**src/rtl/core/hmt_pkg.sv**
```systemverilog
// ----------------------------------------------------------------------------
// hmt_pkg
// Shared types and constants of the huffman tree merge engine: command and
// status codes and the input and result item structs.
// ----------------------------------------------------------------------------
package hmt_pkg;

  localparam int unsigned FREQ_W = 40;
  localparam int unsigned LEAF_W = 32;
  localparam int unsigned IDX_W  = 9;

  typedef enum logic [1:0] {
    CMD_LOAD  = 2'd0,
    CMD_MERGE = 2'd1,
    CMD_CLEAR = 2'd2
  } cmd_e;

  typedef enum logic [2:0] {
    ST_DONE       = 3'd0,
    ST_COMPLETE   = 3'd1,
    ST_NO_LEAVES  = 3'd2,
    ST_STORE_FULL = 3'd3,
    ST_LOCKED     = 3'd4
  } status_e;

  typedef struct packed {
    logic [1:0]        cmd;
    logic [LEAF_W-1:0] leaf_freq;
  } in_item_t;

  typedef struct packed {
    logic [2:0]        status;
    logic [IDX_W-1:0]  left_child;
    logic [IDX_W-1:0]  right_child;
    logic [IDX_W-1:0]  branch_index;
    logic [FREQ_W-1:0] branch_freq;
    logic              is_root;
  } out_item_t;

endpackage

```
**src/rtl/core/hmt_step.sv**
```systemverilog
// ----------------------------------------------------------------------------
// hmt_step
// Command logic for one item: picks the two smallest queue heads, forms the
// saturated branch sum and computes the next queue pointers and result.
// ----------------------------------------------------------------------------
module hmt_step #(
  parameter int unsigned MAX_LEAVES = 256
) (
  input  hmt_pkg::in_item_t                     item_i,
  input  logic [$clog2(MAX_LEAVES+1)-1:0]      leaf_total_i,
  input  logic [$clog2(MAX_LEAVES+1)-1:0]      leaf_head_i,
  input  logic [$clog2(MAX_LEAVES+1)-1:0]      br_head_i,
  input  logic [$clog2(MAX_LEAVES+1)-1:0]      br_end_i,
  input  logic                                 started_i,
  input  logic [hmt_pkg::FREQ_W-1:0]           last_sum_i,
  input  logic [hmt_pkg::LEAF_W-1:0]           l0_i,
  input  logic [hmt_pkg::LEAF_W-1:0]           l1_i,
  input  logic [hmt_pkg::FREQ_W-1:0]           b0_i,
  input  logic [hmt_pkg::FREQ_W-1:0]           b1_i,
  output logic [$clog2(MAX_LEAVES+1)-1:0]      leaf_total_o,
  output logic [$clog2(MAX_LEAVES+1)-1:0]      leaf_head_o,
  output logic [$clog2(MAX_LEAVES+1)-1:0]      br_head_o,
  output logic [$clog2(MAX_LEAVES+1)-1:0]      br_end_o,
  output logic                                 started_o,
  output logic                                 leaf_we_o,
  output logic [$clog2(MAX_LEAVES)-1:0]        leaf_waddr_o,
  output logic                                 br_we_o,
  output logic [$clog2(MAX_LEAVES)-1:0]        br_waddr_o,
  output logic [hmt_pkg::FREQ_W-1:0]           br_wdata_o,
  output hmt_pkg::out_item_t                    result_o
);

  localparam int unsigned CW = $clog2(MAX_LEAVES + 1);
  localparam int unsigned AW = $clog2(MAX_LEAVES);
  localparam int unsigned NW = $clog2(2 * MAX_LEAVES);
  localparam int unsigned FW = hmt_pkg::FREQ_W;
  localparam int unsigned IW = hmt_pkg::IDX_W;

  logic [CW-1:0] leaf_rem, br_rem;
  logic          l_has1, l_has2, b_has1, b_has2;
  logic [FW-1:0] l0x, l1x;
  logic          first_leaf, second_leaf;
  logic          sec_l_ok, sec_b_ok;
  logic [FW-1:0] sec_lv, sec_bv, a_val, b_val;
  logic [FW:0]   sum_raw;
  logic [FW-1:0] sum;
  logic [NW-1:0] lh_idx, bh_idx, a_idx, b_idx, root_idx;
  logic          complete, last_merge, one_leaf;
  logic [FW-1:0] root_freq;

  assign leaf_rem = leaf_total_i - leaf_head_i;
  assign br_rem   = br_end_i - br_head_i;
  assign l_has1   = leaf_head_i < leaf_total_i;
  assign l_has2   = l_has1 && (leaf_rem > CW'(1));
  assign b_has1   = br_head_i < br_end_i;
  assign b_has2   = b_has1 && (br_rem > CW'(1));
  assign l0x      = FW'(l0_i);
  assign l1x      = FW'(l1_i);

  // leaf queue wins ties
  assign first_leaf  = l_has1 && (!b_has1 || (l0x <= b0_i));
  assign sec_l_ok    = first_leaf ? l_has2 : l_has1;
  assign sec_lv      = first_leaf ? l1x : l0x;
  assign sec_b_ok    = first_leaf ? b_has1 : b_has2;
  assign sec_bv      = first_leaf ? b0_i : b1_i;
  assign second_leaf = sec_l_ok && (!sec_b_ok || (sec_lv <= sec_bv));

  assign a_val   = first_leaf ? l0x : b0_i;
  assign b_val   = second_leaf ? sec_lv : sec_bv;
  assign sum_raw = {1'b0, a_val} + {1'b0, b_val};
  assign sum     = sum_raw[FW] ? {FW{1'b1}} : sum_raw[FW-1:0];

  assign lh_idx = NW'(leaf_head_i);
  assign bh_idx = NW'(leaf_total_i) + NW'(br_head_i);
  assign a_idx  = first_leaf ? lh_idx : bh_idx;
  always_comb begin
    if (second_leaf) begin
      b_idx = first_leaf ? (lh_idx + NW'(1)) : lh_idx;
    end else begin
      b_idx = first_leaf ? bh_idx : (bh_idx + NW'(1));
    end
  end

  // branch pointers are kept relative to the first branch slot
  assign one_leaf   = leaf_total_i == CW'(1);
  assign complete   = br_end_i >= (leaf_total_i - CW'(1));
  assign last_merge = br_end_i == (leaf_total_i - CW'(2));
  assign root_idx   = one_leaf ? '0 : (NW'(leaf_total_i) + NW'(br_end_i) - NW'(1));
  assign root_freq  = one_leaf ? l0x : last_sum_i;

  always_comb begin
    leaf_total_o = leaf_total_i;
    leaf_head_o  = leaf_head_i;
    br_head_o    = br_head_i;
    br_end_o     = br_end_i;
    started_o    = started_i;
    leaf_we_o    = 1'b0;
    leaf_waddr_o = AW'(leaf_total_i);
    br_we_o      = 1'b0;
    br_waddr_o   = AW'(br_end_i);
    br_wdata_o   = sum;
    result_o     = '0;
    result_o.status = hmt_pkg::ST_DONE;
    case (item_i.cmd)
      hmt_pkg::CMD_LOAD: begin
        if (started_i) begin
          result_o.status = hmt_pkg::ST_LOCKED;
        end else if (leaf_total_i >= CW'(MAX_LEAVES)) begin
          result_o.status = hmt_pkg::ST_STORE_FULL;
        end else begin
          leaf_we_o    = 1'b1;
          leaf_total_o = leaf_total_i + CW'(1);
        end
      end
      hmt_pkg::CMD_MERGE: begin
        if (leaf_total_i == '0) begin
          result_o.status = hmt_pkg::ST_NO_LEAVES;
        end else begin
          started_o = 1'b1;
          if (complete) begin
            result_o.status       = hmt_pkg::ST_COMPLETE;
            result_o.branch_index = IW'(root_idx);
            result_o.branch_freq  = root_freq;
          end else begin
            br_we_o               = 1'b1;
            leaf_head_o           = leaf_head_i + CW'(first_leaf) + CW'(second_leaf);
            br_head_o             = br_head_i + CW'(!first_leaf) + CW'(!second_leaf);
            br_end_o              = br_end_i + CW'(1);
            result_o.left_child   = IW'(a_idx);
            result_o.right_child  = IW'(b_idx);
            result_o.branch_index = IW'(NW'(leaf_total_i) + NW'(br_end_i));
            result_o.branch_freq  = sum;
            result_o.is_root      = last_merge;
          end
        end
      end
      hmt_pkg::CMD_CLEAR: begin
        leaf_total_o = '0;
        leaf_head_o  = '0;
        br_head_o    = '0;
        br_end_o     = '0;
        started_o    = 1'b0;
      end
      default: begin
      end
    endcase
  end

endmodule

```
**config.mk**
```make
export PLATFORM = sky130hd
export DESIGN_NAME = hmt_step
export DESIGN_NICKNAME = d
export VERILOG_FILES = /design/src/rtl/core/hmt_pkg.sv /design/src/rtl/core/hmt_step.sv
export SDC_FILE = /design/constraint.sdc
export NUM_CORES = 1
export LEC_CHECK = 0
export ABC_AREA = 0
export BUFFER_PORTS_ARGS = -buffer_cell sky130_fd_sc_hd__buf_2
export CAP_MARGIN = 20
export CELL_PAD_IN_SITES_DETAIL_PLACEMENT = 1
export CELL_PAD_IN_SITES_GLOBAL_PLACEMENT = 1
export CORE_ASPECT_RATIO = 0.7
export CORE_MARGIN = 2
export CORE_UTILIZATION = 34
export DETAILED_ROUTE_END_ITERATION = 8
export GPL_TIMING_DRIVEN = 0
export PLACE_DENSITY = 0.87
export SYNTH_ARGS = -nofsm -noshare
export SYNTH_HDL_FRONTEND = slang
export SYNTH_SLANG_ARGS = --single-unit
```
**constraint.sdc**
```tcl
create_clock -name vclk -period 10.6
set_input_delay 0.53 -clock vclk [all_inputs]
set_output_delay 0.53 -clock vclk [all_outputs]
set_load 0.005 [all_outputs]
```
==> metrics <==
final setup vio count=0; Die W=208 µm; Setup CP Type=in2out; Tmin final=10.30 ns; vias in the first global route=14200; Least-Margin Pin Slew=1.05 ns; Mapped Nets=2076; Max IR drop VDD=0.0688 mV; Final Hold Fails=0; Worst EP arrival=9.77 ns; top routing layer in use=met4; Final Max Slew Viols=0; Vert. Die Dim=147 µm; drt first-iter violations=1157; met2 WL=24100 µm; GRT overflow=0; Pleak=6.49 nW; Clock Buffer Count=0; site row count=52; Seq/Total Area, Yosys=0; Worst Setup Start Kind=input port; Nets=2476; metal3 WL=5820 µm; largest net degree at the start of global routing=13; slowest stage delay, CP=0.46 ns; most common cell after layout, fill and taps aside=buf_2; vias=14300; Post-CTS Hold Buffers=0; first-pass GRT wire length=84400 µm; Placed Cells=2420; CP required=10.07 ns; fillers=4083; crit path max fanout=10; post-synthesis cell area=9930 µm²; Via density=5.88; ANT nets after route=0; PD cells=116 nW/µm²; Hold Slack=1.34 ns; crit end category=output port; Tot GR Track Use=0.355; Ys Warns=0; Starting Density=0.344; total core area=28800 µm²; WL final=56700 µm; share of cells above drive strength 1=0.228; Fmax=97.1 MHz; M1 WL=25100 µm; antenna violations before repair=1; fin crit share=0.971; commonest cells after routing, fill and taps aside=buf_2, nand2_1, nor2_1, a21oi_1, ha_1; max_cap viols=0; Mean Syn Cell Area=6.01 µm²; I/O pins=421; DR WL/cell=23.4 µm; hold crit path type=in2out; seq_cells=0; post-route setup TNS=0 ns; die area=30600 µm²; status=complete, no violations; slew margin rel.=0.295; Netlist cell types=67; slowest CP cell=fa_1; DR DRC count=0; final std cells w/o fill=2429; Placer Congestion=0.976; sequential cell area=0 µm²; Initial DRT Pass Iterations=5; port bufs=389; cell count after synthesis=1652; post-detail-place hpwl=48000 µm; Syn-to-layout area delta=25.7%
[logic make-up after synthesis]
family	after synthesis	synth area share
simple gates	740	0.327
fa+ha+maj	169	0.218
xor+xnor	111	0.0979
mux	6	0.00605
compound gates	438	0.270
buf+inv	188	0.0805
[cell usage after synthesis, drive strengths merged, types with 12 or more instances]
master / count / area, µm²
ha: 162 / 2030
clkbuf: 49 / 184
nand2: 328 / 1230
nor2: 183 / 687
a211oi: 25 / 193
nor3: 29 / 145
o21bai: 15 / 113
and2: 15 / 93.8
buf: 45 / 263
xnor2: 76 / 666
o211ai: 12 / 90.1
xor2: 35 / 307
nand4: 30 / 188
o21ai: 118 / 591
inv: 94 / 353
and3: 13 / 81.3
nand2b: 17 / 106
a21o: 19 / 143
a21oi: 175 / 880
nor4: 13 / 81.3
nand3: 77 / 385
[worst paths after layout]
kind | slack (ns) | startpoint | to | cells past startpoint
setup / recovery | 0.30 | b0_i[29] | result_o[19] | 42
hold / removal | 1.34 | last_sum_i[39] | result_o[40] | 4
[repair_timing]
action | CTS | global route
pin swaps | 0 | 5
setup endpoints to repair | 80 | 80
setup buffers | 0 | 8
resized for setup | 9 | 11
[per-stage QoR]
stage	total power, mW	cell area (µm²)	util	setup WS (ns)
finish	1.45	12500	0.433	0.303
global route	1.57	12500	0.433	-0.0199
CTS	1.40	12400	0.430	0.0231
detailed placement	1.39	12400	0.429	-1.23
global placement	1.36	12300	0.428	-1.10
floorplan	0.831	9930	-	2.85
[power by group]
part,switching [mW],internal (mW),total (mW)
registers,0,0,0
clock network,0,0.0000000127,0.0000000127
logic,0.919,0.533,1.45
total,0.919,0.533,1.45
[cell type report]
| cell class | count | area, µm² | share of cell area |
|---|---|---|---|
| plain buffers | 94 | 462 | 0.0370 |
| repair buffers | 398 | 2010 | 0.161 |
| inverters | 94 | 353 | 0.0283 |
| multi-input cells | 1464 | 9180 | 0.735 |
| diodes | 1 | 2.50 | 0.000201 |
| well taps | 378 | 473 | 0.0379 |
[worst max-delay path, delay by kind of cell]
family	cells	cell delay (ns)
AOI/OAI and AO/OA	14	3.49
adders and majority gates	4	1.32
buffers and inverters	12	2.10
and+or+nand+nor	12	2.28
[routing by layer]
metal	track usage	vias up
met2	0.549	666
met5	0	-
met3	0.0868	121
met1	0.486	6928
met4	0.104	0
li1	-	6575
No activity file was read; power rests on OpenSTA's default activity.
